===== config.mk =====
export PLATFORM = sky130hd
export DESIGN_NAME = mt64_mul
export DESIGN_NICKNAME = d
export VERILOG_FILES = /design/src/mt64_mul.sv
export SDC_FILE = /design/constraint.sdc
export NUM_CORES = 2
export LEC_CHECK = 0
export BUFFER_PORTS_ARGS = -buffer_cell sky130_fd_sc_hd__buf_2
export CAP_MARGIN = 10
export CORE_ASPECT_RATIO = 0.9
export CORE_MARGIN = 10
export CORE_UTILIZATION = 53
export DETAILED_ROUTE_END_ITERATION = 10
export PLACE_DENSITY = 0.83
export SETUP_SLACK_MARGIN = 0.05
export SYNTH_ARGS = -nofsm -noshare
export SYNTH_HDL_FRONTEND = slang
export SYNTH_SLANG_ARGS = --single-unit
export TNS_END_PERCENT = 5

===== constraint.sdc =====
create_clock -name i_clk -period 8.2 [get_ports i_clk]
set_input_delay 1.64 -clock i_clk [delete_from_list [all_inputs] [get_ports i_clk]]
set_output_delay 1.64 -clock i_clk [all_outputs]
set_load 0.01 [all_outputs]

===== src/mt64_mul.sv =====
module mt64_mul (
    input  logic        i_clk,
    input  logic        i_rst_n,
    input  logic        i_start,
    input  logic [63:0] i_a,
    input  logic [63:0] i_b,
    output logic        o_done,
    output logic [63:0] o_prod
);

    logic        r_busy;
    logic        r_done;
    logic [1:0]  r_cnt;
    logic [63:0] r_a;
    logic [63:0] r_b;
    logic [63:0] r_m;
    logic [63:0] r_acc;
    logic [31:0] opx;
    logic [31:0] opy;

    // low 64 bits: alo*blo + ((alo*bhi + ahi*blo) << 32)
    always_comb begin
        case (r_cnt)
            2'd0:    begin opx = r_a[31:0];  opy = r_b[31:0];  end
            2'd1:    begin opx = r_a[31:0];  opy = r_b[63:32]; end
            default: begin opx = r_a[63:32]; opy = r_b[31:0];  end
        endcase
    end

    always_ff @(posedge i_clk) begin
        if (!i_rst_n) begin
            r_busy <= 1'b0;
            r_done <= 1'b0;
            r_cnt  <= 2'd0;
        end else begin
            r_done <= 1'b0;
            if (i_start) begin
                r_busy <= 1'b1;
                r_cnt  <= 2'd0;
            end else if (r_busy) begin
                r_cnt <= r_cnt + 2'd1;
                if (r_cnt == 2'd3) begin
                    r_busy <= 1'b0;
                    r_done <= 1'b1;
                end
            end
        end
    end

    always_ff @(posedge i_clk) begin
        if (i_start) begin
            r_a <= i_a;
            r_b <= i_b;
        end
        if (r_busy) begin
            r_m <= {32'd0, opx} * {32'd0, opy};
            case (r_cnt)
                2'd1:    r_acc <= r_m;
                2'd2:    r_acc <= r_acc + {r_m[31:0], 32'd0};
                2'd3:    r_acc <= r_acc + {r_m[31:0], 32'd0};
                default: r_acc <= r_acc;
            endcase
        end
    end

    assign o_done = r_done;
    assign o_prod = r_acc;

endmodule


==> impl_metrics.env <==
export IMPL_grt_pass1_wl_um=216000
export IMPL_grt_max_degree=71
export IMPL_setup_viol=14
export IMPL_via_per_inst=5.73
export IMPL_synthMuxAreaShare=0.0319
export IMPL_dieHeight_um=291
export IMPL_synthFlopType="edfxtp_1"
export IMPL_cp_depth=32
export IMPL_multi_input_area_sq_um=32500
export IMPL_regArea_sq_um=7770
export IMPL_min_delay_path_depth=2
export IMPL_synth_simple_gate_area_frac=0.126
export IMPL_path_class="register to register"
export IMPL_syn_nets=5756
export IMPL_synthAdderAreaFrac=0.501
export IMPL_worstSetupStartpointType="register"
export IMPL_die_area_sq_um=93600
export IMPL_cts_tree="done"
export IMPL_finalHoldViolations=0
export IMPL_synth_seq_cells=260
export IMPL_pin_count=196
export IMPL_drc_errors=0
export IMPL_post_route_min_period_ns=8.29
export IMPL_synth_xor_area_frac=0.0162
export IMPL_grt_pass1_vias=36907
export IMPL_start_util=0.534
export IMPL_ys_seq_area_frac=0.179
export IMPL_synth_top_cell_area_share=0.414
export IMPL_cp_top_family="adder cells"
export IMPL_fillers=6274
export IMPL_cap_violations=0
export IMPL_netlist_area_sq_um=43300
export IMPL_rows=99
export IMPL_path_common_cell="fa_1"
export IMPL_layout_nets=6288
export IMPL_finClkSkew_ns=0.0281
export IMPL_violations="negative setup slack"
export IMPL_first_pass_iters=8
export IMPL_rsz0062_at_grt="true"
export IMPL_area_growth_syn_to_layout_pct=19.0
export IMPL_crit_path_top_delay_cell="fa_1"
export IMPL_setup_ws_ns=-0.0892
export IMPL_critPathRequiredTime_ns=8.55
export IMPL_yosysUniqueCellTypes=81
export IMPL_diodes=0
export IMPL_end_kind="register"
export IMPL_synth_top_family_by_area="adder cells"
export IMPL_reg2regPathDepth=32
export IMPL_yosysTopAreaCell="fa_1"
export IMPL_synth_compound_area_frac=0.0510
export IMPL_htree_levels=1
export IMPL_ctsRootBufferMaster="clkbuf_16"
export IMPL_dpl_hpwl_um=120000
export IMPL_core_sq_um=81100
export IMPL_grt_overflow=0
export IMPL_cp_num_buf_inv=12
export IMPL_fmax_ghz=0.121
export IMPL_crit_fanout=7
export IMPL_async_flop_share=0
export IMPL_worst_skew_pair_late_latency_ns=0.63
export IMPL_numPortBuffers=195
export IMPL_detail_route_wirelength_um=145000
export IMPL_synth_commonest_cells="897 x fa_1, 897 x inv_1, 649 x nor2_1"
export IMPL_outcome="complete, but fails checks"
export IMPL_max_slew_margin=0.392
export IMPL_slowest_delay_ns=0.59
export IMPL_ys_top_cells_by_area="fa_1 41%, edfxtp_1 18%, ha_1 8.7%"
export IMPL_hold_ws_ns=0.506
export IMPL_synth_edff_count=256
export IMPL_avgSynthCellArea_sq_um=9.79
export IMPL_antenna_found_initial=1
export IMPL_ys_warn_count=0
export IMPL_final_max_slew_viol_count=0
export IMPL_die_w_um=321
export IMPL_layout_drive_gt1_share=0.193
export IMPL_hp_class="register to register"
export IMPL_synthCells=4428
export IMPL_drtIter0Drc=3489
export IMPL_clock_path_buffers=3
export IMPL_finalWeightedCongestion=1.01
export IMPL_avgRoutedWirePerCell_um=24.0
export IMPL_antenna_left=0
export IMPL_arrival_ns=8.64
export IMPL_tightest_slew_ns=0.912
export IMPL_vias=34636
export IMPL_fin_crit_sh=1.01
export IMPL_cts_reportedPaths_clkPinSlew_ns=0.09
export IMPL_numCtsBuffers=28
export IMPL_track_usage=0.305
export IMPL_cts_sinks=260
[path summary, 6_finish.rpt]
path | slack, ns | start | to
max | -0.09 | r_cnt[0]$_SDFFE_PP0P_ | r_m[58]$_DFFE_PP_
min | 0.51 | r_m[39]$_DFFE_PP_ | o_prod[39]$_DFFE_PP_
max reg2reg | -0.09 | r_cnt[0]$_SDFFE_PP0P_ | r_m[58]$_DFFE_PP_
min reg2reg | 0.51 | r_m[39]$_DFFE_PP_ | o_prod[39]$_DFFE_PP_
[through the flow]
stage,utilization,TNS [ns],worst slack [ns],area [sq um],instances
floorplan,-,0,0.0560,43700,4428
global placement,0.609,-0.385,-0.151,49400,5952
detailed placement,0.609,-1.36,-0.205,49400,5952
CTS,0.630,-0.00632,-0.00632,51100,6024
global route,0.636,-5.38,-0.312,51600,6040
finish,0.636,-0.628,-0.0892,51600,6040
[logic make-up after synthesis]
family	count (synthesis)
compound gates	326
xor+xnor	80
fa+ha+maj	1197
buf+inv	1085
flops	260
mux	130
simple gates	1350
[cell type report]
class                           instances  area share
Clock inverter                         16     0.00366
Clock buffer                           34      0.0140
Inverter                              897      0.0653
Sequential cell                       260       0.151
Tap cell                             1060      0.0257
Multi-Input combinational cell       3083       0.630
Timing Repair Buffer                  690       0.111
[sequential cells by signal, indices dropped and copies added, names as in the netlist]
signal  cells
r_b        64
o_prod     64
o_done      1
r_a        64
r_busy      1
r_cnt       2
r_m        64
[metal layers]
layer | GRT usage | vias to the layer above | routed length (um)
met4 | 0.187 | 0 | 11300
met3 | 0.0732 | 591 | 16000
met5 | 0 | - | 0
met2 | 0.488 | 2089 | 67100
li1 | - | 14605 | -
met1 | 0.369 | 17351 | 50300
[what timing repair did]
action                                  in CTS  in global routing
hold endpoints to repair                     0                  0
pin swaps                                   40                 31
endpoints found under the setup margin      24                 35
gates resized for setup                    106                 64
cloned                                       4                  3
buffers inserted                            18                 13
hold buffers                                 0                  0
[placed cells by master, fill, tap and decap left out, types with 7 or more instances in the layout]
master and instances:
nand4_1 19, a21o_1 32, fa_1 882, and2_1 45, nand2_1 538, mux2_2 44, o21ai_0 45, a21oi_1 86
ha_4 20, buf_2 194, and3_1 13, buf_6 20, a21oi_2 15, nand3_1 17, buf_4 405, ha_1 278
clkbuf_16 31, xnor2_1 54, mux2i_2 29, mux2_4 19, xor2_1 26, edfxtp_1 256, fa_2 15, a31oi_1 7
o21ai_1 14, nor2b_1 9, o211ai_1 11, mux2i_4 19, nor2_1 645, o21a_1 13, inv_1 896, mux2i_1 18
buf_12 63, nor3_1 14, o21bai_1 17
[worst reg2reg max path, delay by kind of cell, from the launching register on]
kind	cells	cell delay (ns)
multiplexers	1	0.25
adder cells (fa/ha/maj)	10	4.44
XOR/XNOR	1	0.14
buffers and inverters	12	1.64
AO/OA/AOI/OAI	6	0.98
AND/OR/NAND/NOR	2	0.23
flip-flops	1	0.34
Power is left out: the tool's default activity adds up to more than one toggle a clock period on the data nets, which glitch-free logic cannot reach.
