## config.mk

```make
export PLATFORM = sky130hd
export DESIGN_NAME = mt64_mod
export DESIGN_NICKNAME = d
export VERILOG_FILES = /design/src/mt64_mod.sv
export SDC_FILE = /design/constraint.sdc
export NUM_CORES = 1
export LEC_CHECK = 0
export BUFFER_PORTS_ARGS = -buffer_cell sky130_fd_sc_hd__buf_2
export CAP_MARGIN = 15
export CORE_MARGIN = 1.5
export CORE_UTILIZATION = 55
export CTS_CLUSTER_DIAMETER = 200
export DETAILED_ROUTE_END_ITERATION = 7
export GPL_TIMING_DRIVEN = 0
export PLACE_DENSITY = 0.78
export SETUP_SLACK_MARGIN = 0.02
export SKIP_LAST_GASP = 1
export SYNTH_ARGS = -nofsm -noshare
export SYNTH_HDL_FRONTEND = slang
export SYNTH_SLANG_ARGS = --single-unit
```

## constraint.sdc

```tcl
create_clock -name i_clk -period 5 [get_ports i_clk]
set_clock_uncertainty 0.1 [all_clocks]
set_input_delay 0.5 -clock i_clk [delete_from_list [all_inputs] [get_ports i_clk]]
set_output_delay 0.5 -clock i_clk [all_outputs]
set_load 0.005 [all_outputs]
```

## src/mt64_mod.sv

```systemverilog
module mt64_mod (
    input  logic        i_clk,
    input  logic        i_rst_n,
    input  logic        i_start,
    input  logic [63:0] i_x,
    input  logic [63:0] i_d,
    output logic        o_done,
    output logic [63:0] o_rem
);

    logic        r_busy;
    logic        r_done;
    logic [5:0]  r_cnt;
    logic [63:0] r_x;
    logic [63:0] r_d;
    logic [63:0] r_rem;
    logic [64:0] trial;
    logic [64:0] diff;

    // one quotient bit a cycle, restoring form
    assign trial = {r_rem, r_x[63]};
    assign diff  = trial - {1'b0, r_d};

    always_ff @(posedge i_clk) begin
        if (!i_rst_n) begin
            r_busy <= 1'b0;
            r_done <= 1'b0;
            r_cnt  <= 6'd0;
        end else begin
            r_done <= 1'b0;
            if (i_start) begin
                r_busy <= 1'b1;
                r_cnt  <= 6'd0;
            end else if (r_busy) begin
                r_cnt <= r_cnt + 6'd1;
                if (r_cnt == 6'd63) begin
                    r_busy <= 1'b0;
                    r_done <= 1'b1;
                end
            end
        end
    end

    always_ff @(posedge i_clk) begin
        if (i_start) begin
            r_x   <= i_x;
            r_d   <= i_d;
            r_rem <= 64'd0;
        end else if (r_busy) begin
            r_x   <= {r_x[62:0], 1'b0};
            r_rem <= diff[64] ? trial[63:0] : diff[63:0];
        end
    end

    assign o_done = r_done;
    assign o_rem  = r_rem;

endmodule
```

==> results of run 1 <==
-- cell type report --
class | count | area, um^2 | share of cell area (%)
diodes | 2 | 5.00 | 0.0342
plain buffers | 79 | 455 | 3.11
clock buffers | 17 | 425 | 2.90
clock inverters | 15 | 234 | 1.60
inverters | 84 | 315 | 2.15
multi-input cells | 926 | 6570 | 44.9
flip-flops and latches | 200 | 5290 | 36.1
well taps | 285 | 357 | 2.43
repair buffers | 196 | 998 | 6.82
-- metrics by stage --
step                setup slack [ns]  util [%]
finish                          1.03      64.9
global route                   0.951      64.9
CTS                             1.09      64.9
detailed placement              1.10      61.9
global placement               0.727      61.8
floorplan                       1.85         -
-- power by group --
group          internal [uW]  switching [uW]
combinational            449             647
sequential              1910            76.3
clock                    718             804
total                   3080            1530
-- registers in the layout, indices dropped and copies added, names as in the netlist --
signal and cells:
r_d 64, o_rem 64, o_done 1, r_busy 1, r_x 64, r_cnt 6
-- how the worst max path moves through the flow --
stage	from	end	slack, ns	cells after the start
after global routing	r_d[0]$_DFFE_PP_	o_rem[60]$_SDFFE_PP0P_	0.95	12
after CTS	r_x[63]$_DFFE_PP_	o_rem[60]$_SDFFE_PP0P_	1.09	13
final	r_x[63]$_DFFE_PP_	o_rem[60]$_SDFFE_PP0P_	1.03	13
after detailed placement	r_x[63]$_DFFE_PP_	o_rem[60]$_SDFFE_PP0P_	1.10	13
after global placement	i_start	r_x[44]$_DFFE_PP_	0.73	4
after floorplan	r_x[63]$_DFFE_PP_	o_rem[60]$_SDFFE_PP0P_	1.85	13
-- cell families after synthesis --
family	share of synthesized area, %
adder cells (fa/ha/maj)	6.60
multiplexers	6.68
AND/OR/NAND/NOR	15.3
flip-flops	41.9
buffers and inverters	6.10
AO/OA/AOI/OAI	19.8
XOR/XNOR	3.68
-- metal layers --
layer	wire length, um	track usage, %	vias up
li1	-	-	5141
met1	14400	36.2	5010
met2	15300	45.9	373
met3	2570	7.17	72
met4	936	10.1	2
met5	15	0	-
-- worst max-delay path, cell delays in order (launching register included) --
cell	delay [ns]
edfxtp_1	0.33
inv_1	0.05
ha_1	0.22
fa_1	0.38
nand2b_1	0.20
a21o_1	0.20
a311o_1	0.31
a211oi_1	0.52
o21a_1	0.25
a21oi_1	0.20
o21ai_1	0.50
mux2_2	0.39
o311ai_1	0.08
o22ai_1	0.11
-- cells in the final DEF (no fill, tap or decap), types with 17 or more instances in the layout --
master and instances:
nor2_1 104, nand2_1 129, a311oi_2 35, edfxtp_1 128, clkbuf_16 17, buf_2 217, dfxtp_1 72, a21o_1 28
nand4_1 27, a21oi_1 90, o21ai_0 50, nand3_1 20, xnor2_1 30, ha_1 65, clkbuf_1 40, xor2_1 23
inv_1 84, mux2_2 66, nand2_2 34
==> out/results.md, run 1 <==
| Item | Value |
|---|---|
| Post-placement cell count | 1,770 |
| Total core area | 0.0226 mm^2 |
| Number of buffers inserted by post-CTS setup repair | 0 |
| Final number of max-transition violations | 0 |
| Fraction of post-synthesis cell area in the top cell type by area | 30.4% |
| Worst r2r path cells | 13 |
| Synthesized netlist cell count | 1,289 |
| Fin crit share | 79.4% |
| Row count | 55 |
| Flops & latches, synth | 200 |
| Power Density | 314 mW/mm^2 |
| Root Buffer Master | clkbuf_16 |
| Maximum achievable frequency | 252 MHz |
| Number of antenna violations at the first check in global routing | 3 |
| First-pass iteration count of the detailed router | 6 |
| Final net count | 1,701 |
| Unique masters post-synth | 77 |
| Critical R2R Launch | r_x[63]$_DFFE_PP_ |
| Capture point of the worst reg-to-reg path | o_rem[60]$_SDFFE_PP0P_ |
| Post-synthesis cell area | 0.0126 mm^2 |
| Remaining Overflow, GRT | 0 |
| Global-route wire length before repair | 52.7 mm |
| Total Power | 4600 uW |
| Via count of the first global-routing pass | 10,400 |
| Net count of the mapped netlist | 1,486 |
| Placed cell area | 0.0140 mm^2 |
| Cell type with the highest aggregate area in the netlist | edfxtp_1 |
| Critical Path Sink Type | flop |
| Die outline area | 0.0239 mm^2 |
| DRC violation count after routing | 0 |
| Count of warnings emitted by yosys | 0 |
| Clock transition at the registers of the reported paths | 0.09 ns |
| Final sum of negative setup slack | 0 ns |
| Cts hold-fix bufs | 0 |
| Min cycle time layout | 3.97 ns |
| EDFF count, synth | 128 |
| Number of buffers between clock root and the deepest sink | 2 |
| Max rail drop VDD | 0.000216 V |
| Crit path arrival time | 4.19 ns |
| Crit Path Category | flop to flop |
| Detailed-route wire length | 33.3 mm |
| Global Route Usage Sum | 28.1% |
| Total CTS buffers | 17 |
| Global placement routability congestion | 0.941 |
| Setup repair after global routing missed its margin | false |
| Hold Crit Endpoint | r_d[11]$_DFFE_PP_ |
| Hold path startpoint | i_d[11] |
| Measured slew at the worst slew-check pin | 0.898 ns |
| # fillers | 1,867 |
| Data required time at the worst endpoint | 5.22 ns |
| Proportion of layout cells with a drive suffix above 1 | 28.0% |
| Prevailing post-synth register cell | edfxtp_1 |
| Chip Height | 155 um |
| Final routed wire length divided by cell count | 18.4 um |
| R2R setup slack | 1.03 ns |
| Cell Count, Final, Fillers Out | 1,804 |
| Initial Util | 55.9% |
| Synthesis-to-layout area growth | 16.0% |
| Number of max-capacitance violations reported | 0 |
| Biggest fanout along the worst timing path | 4 |
| Antenna Violating Nets Remaining | 0 |
| TritonCTS clock tree | yes |
| Via-per-instance ratio | 5.87 |
| Gates resized, CTS repair | 0 |
| Drt first-iter violations | 661 |
| Status | finished clean |
| Routed via count | 10,600 |
| Cell types occupying the most area after synthesis | edfxtp_1 (30%), dfxtp_1 (11%), ha_1 (6.4%) |
| Total I/O pin count | 196 |
| Synth top cells by count | nand2_1 (129), edfxtp_1 (128), nor2_1 (104), a21oi_1 (90), inv_1 (84) |
| Sequential element share of the synthesized area | 41.9% |
| Number of sinks on the clock net | 200 |
| Width of the chip | 155 um |
| Final number of hold-violating endpoints | 0 |
| Min-Delay Path Class | primary input to flop |
| Leakage power total | 0.00609 uW |
| Port Buffers | 195 |
| Number of failing setup endpoints in the final timing report | 0 |
| Async S/R FF share, synth | 0% |
| Mapped Avg Cell Area | 9.80 um^2 |
| Remaining max-slew budget at the tightest pin | 40.1% |
| Clock latency of the later-clocked register in the worst-skew pair | 0.46 ns |
| Type of origin of the critical path | flop |
| Most common cell in the synthesized netlist | nand2_1 |
| Final Instance Area | 0.0146 mm^2 |
| Worst hold slack across all endpoints | 0.111 ns |
| Largest net degree at the start of global routing | 66 |
| Number of H-tree levels | 4 |
| Half-perimeter wire length after placement | 25.0 mm |
| Hold Path Cell Cnt | 1 |
Power figures use the tool's default switching activity.
==> run 2, diff against run 1 <==
Clock period 5 ns to 3.8 ns, I/O delays scaled along.
==> out/results.md, run 2 (synthesis results as in run 1) <==
| Item | Value | Delta |
|---|---|---|
| Type of origin of the critical path | flop |  |
| Fin crit share | 95.9% | +17 points |
| Final standard cell utilization of the core | 67.5% | +2.6 points |
| Proportion of power drawn by flip-flops and latches | 42.7% | -0.4 points |
| Synthesis-to-layout area growth | 20.6% |  |
| Final number of hold-violating endpoints | 0 | unchanged |
| P_sw | 2040 uW | +33% |
| Initial Util | 55.9% | unchanged |
| Hold path startpoint | i_d[24] |  |
| Global-route wire length before repair | 54.3 mm | +3.0% |
| Proportion of power drawn by combinational gates | 24.5% | +0.7 points |
| Min-Delay Path Class | primary input to flop |  |
| Die outline area | 0.0239 mm^2 | unchanged |
| Final Instance Area | 0.0152 mm^2 | +4.0% |
| First-pass iteration count of the detailed router | 6 | unchanged |
| R2R setup slack | 0.16 ns | -0.88 ns |
| Clock transition at the registers of the reported paths | 0.09 ns | about the same |
| Max rail drop VDD | 0.000284 V | +31% |
| Total I/O pin count | 196 | unchanged |
| Number of H-tree levels | 4 | unchanged |
| Via count of the first global-routing pass | 10,600 | +2.8% |
| Number of failing setup endpoints in the final timing report | 0 | unchanged |
| Number of sinks on the clock net | 200 | unchanged |
| DRC violation count after routing | 0 | unchanged |
| Row count | 55 | unchanged |
| Worst r2r path cells | 13 | unchanged |
| Leakage power total | 0.00633 uW | +3.9% |
| Proportion of layout cells with a drive suffix above 1 | 27.5% | -0.53 points |
| Antenna Violating Nets Remaining | 0 | unchanged |
| Root Buffer Master | clkbuf_16 |  |
| Global Route Usage Sum | 29.0% | +0.86 points |
| Remaining max-slew budget at the tightest pin | 40.3% | +0.14 points |
| Setup repair after global routing missed its margin | true |  |
| Final number of max-transition violations | 0 | unchanged |
| Number of buffers between clock root and the deepest sink | 2 | unchanged |
| Crit path arrival time | 3.91 ns | -0.28 ns |
| Clk pwr share | 32.8% | -0.3 points |
| Hold Path Cell Cnt | 1 | unchanged |
| Port Buffers | 195 | unchanged |
| Largest net degree at the start of global routing | 66 | unchanged |
| Hold Crit Endpoint | r_d[24]$_DFFE_PP_ |  |
| Clock latency of the later-clocked register in the worst-skew pair | 0.47 ns | about the same |
| Capture point of the worst reg-to-reg path | o_rem[33]$_SDFFE_PP0P_ |  |
| Status | finished clean |  |
| Critical Path Sink Type | flop |  |
| Antenna cell count | 0 | -2 |
| Min cycle time layout | 3.64 ns | -0.325 ns |
| Data required time at the worst endpoint | 4.07 ns | -1.15 ns |
| Net switching fraction of the power | 33.3% | +0.10 points |
| Measured slew at the worst slew-check pin | 0.896 ns | -0.00206 ns |
| Biggest fanout along the worst timing path | 10 | +6 |
| Drt first-iter violations | 772 | +17% |
| Critical R2R Launch | r_x[63]$_DFFE_PP_ |  |
| Total core area | 0.0226 mm^2 | unchanged |
| Via-per-instance ratio | 5.84 | -0.64% |
| TritonCTS clock tree | yes |  |
| Detailed-route wire length | 34.3 mm | +3.2% |
| Remaining Overflow, GRT | 0 | unchanged |
| Number of antenna violations at the first check in global routing | 0 | -3 |
| Total CTS buffers | 17 | unchanged |
| Placed cell area | 0.0140 mm^2 | unchanged |
| Power Density | 402 mW/mm^2 | +28% |
| Global placement routability congestion | 0.941 | unchanged |
| Crit Path Category | flop to flop |  |
| Maximum achievable frequency | 274 MHz | +8.9% |
| Chip Height | 155 um | unchanged |
| Internal power component | 4090 uW | +33% |
| Commonest cells after routing, fill and taps aside | buf_2 (217), nand2_1 (129), edfxtp_1 (128), nor2_1 (104), a21oi_1 (88) |  |
| Routed via count | 10,800 | +2.3% |
| Final net count | 1,756 | +3.2% |
| Width of the chip | 155 um | unchanged |
| Number of buffers inserted by post-CTS setup repair | 0 | unchanged |
| Most common cell after layout, fill and taps aside | buf_2 |  |
| Number of max-capacitance violations reported | 0 | unchanged |
| Half-perimeter wire length after placement | 25.0 mm | unchanged |
| Final routed wire length divided by cell count | 18.5 um | +0.25% |
==> run 2: cell count changes in the layout (fill, tap and decap cells not counted), sizes merged <==
| cell | delta |
|---|---|
| dlygate4sd3 | +55 |
| diode | -2 |
==> run 2: stage by stage <==
step | std cells | power (uW) | hold slack [ns] | setup WS, ns | setup TNS [ns]
global route | 1857 | 6390 | 0.00249 | -0.0684 | -0.0684
finish | 1857 | 6130 | 0.00467 | 0.157 | 0
CTS | 1856 | 6120 | 0.0000321 | 0.151 | 0
floorplan | 1289 | 3660 | 0.354 | 0.647 | 0
global placement | 1769 | 4050 | 0.366 | -0.353 | -22.38
detailed placement | 1770 | 4080 | 0.383 | -0.0973 | -0.0973
==> run 2: per-layer routing <==
metal  vias up  routed length (um)  global-route usage [%]
li1       5245                   -                       -
met1      5134               14700                    37.0
met2       389               16100                    48.4
met3        72                2590                    6.53
met4         0                 924                    10.3
met5         -                   0                       0
==> run 2: repair_timing <==
| action | in CTS | in global routing |
|---|---|---|
| hold buffers | 54 | 1 |
| resized for setup | 2 | 8 |
| endpoints found under the setup margin | 7 | 25 |
| hold endpoints to repair | 54 | 1 |
==> run 2: power groups by stage <==
stage / combinational, uW / clock (uW) / sequential (uW)
2_1_floorplan: 1020 / 0 / 2640
3_3_place_gp: 1390 / 0 / 2660
3_5_place_dp: 1420 / 0 / 2660
4_1_cts: 1480 / 2030 / 2610
5_1_grt: 1650 / 2110 / 2630
6_report: 1500 / 2010 / 2620
==> run 2: final cells by class <==
class | count | area (um^2)
Clock buffer | 17 | 425
Multi-Input combinational cell | 926 | 6610
Clock inverter | 15 | 234
Sequential cell | 200 | 5290
Tap cell | 285 | 357
Buffer | 79 | 455
Inverter | 84 | 315
Timing Repair Buffer | 251 | 1550
Fill cell | 1790 | 7340
==> run 2: critical path: stages, from the launching register on <==
cell and delay [ns]:
edfxtp_1 0.33, inv_1 0.05, ha_1 0.22, fa_1 0.38, nand2b_1 0.20, a21o_1 0.20
a311o_1 0.33, a211oi_4 0.33, o21a_1 0.23, o211ai_2 0.16, nor2_4 0.23, buf_2 0.32
o21ai_0 0.22, a311oi_2 0.28
==> run 2: how the worst max path moves through the flow <==
stage	from	end	slack (ns)	cells after the start
final	r_x[63]$_DFFE_PP_	o_rem[33]$_SDFFE_PP0P_	0.16	13
after floorplan	r_x[63]$_DFFE_PP_	o_rem[60]$_SDFFE_PP0P_	0.65	13
after detailed placement	r_x[63]$_DFFE_PP_	o_rem[60]$_SDFFE_PP0P_	-0.1	13
after global routing	r_d[6]$_DFFE_PP_	o_rem[61]$_SDFFE_PP0P_	-0.07	13
after global placement	i_start	r_x[44]$_DFFE_PP_	-0.35	4
after CTS	r_x[63]$_DFFE_PP_	o_rem[56]$_SDFFE_PP0P_	0.15	13
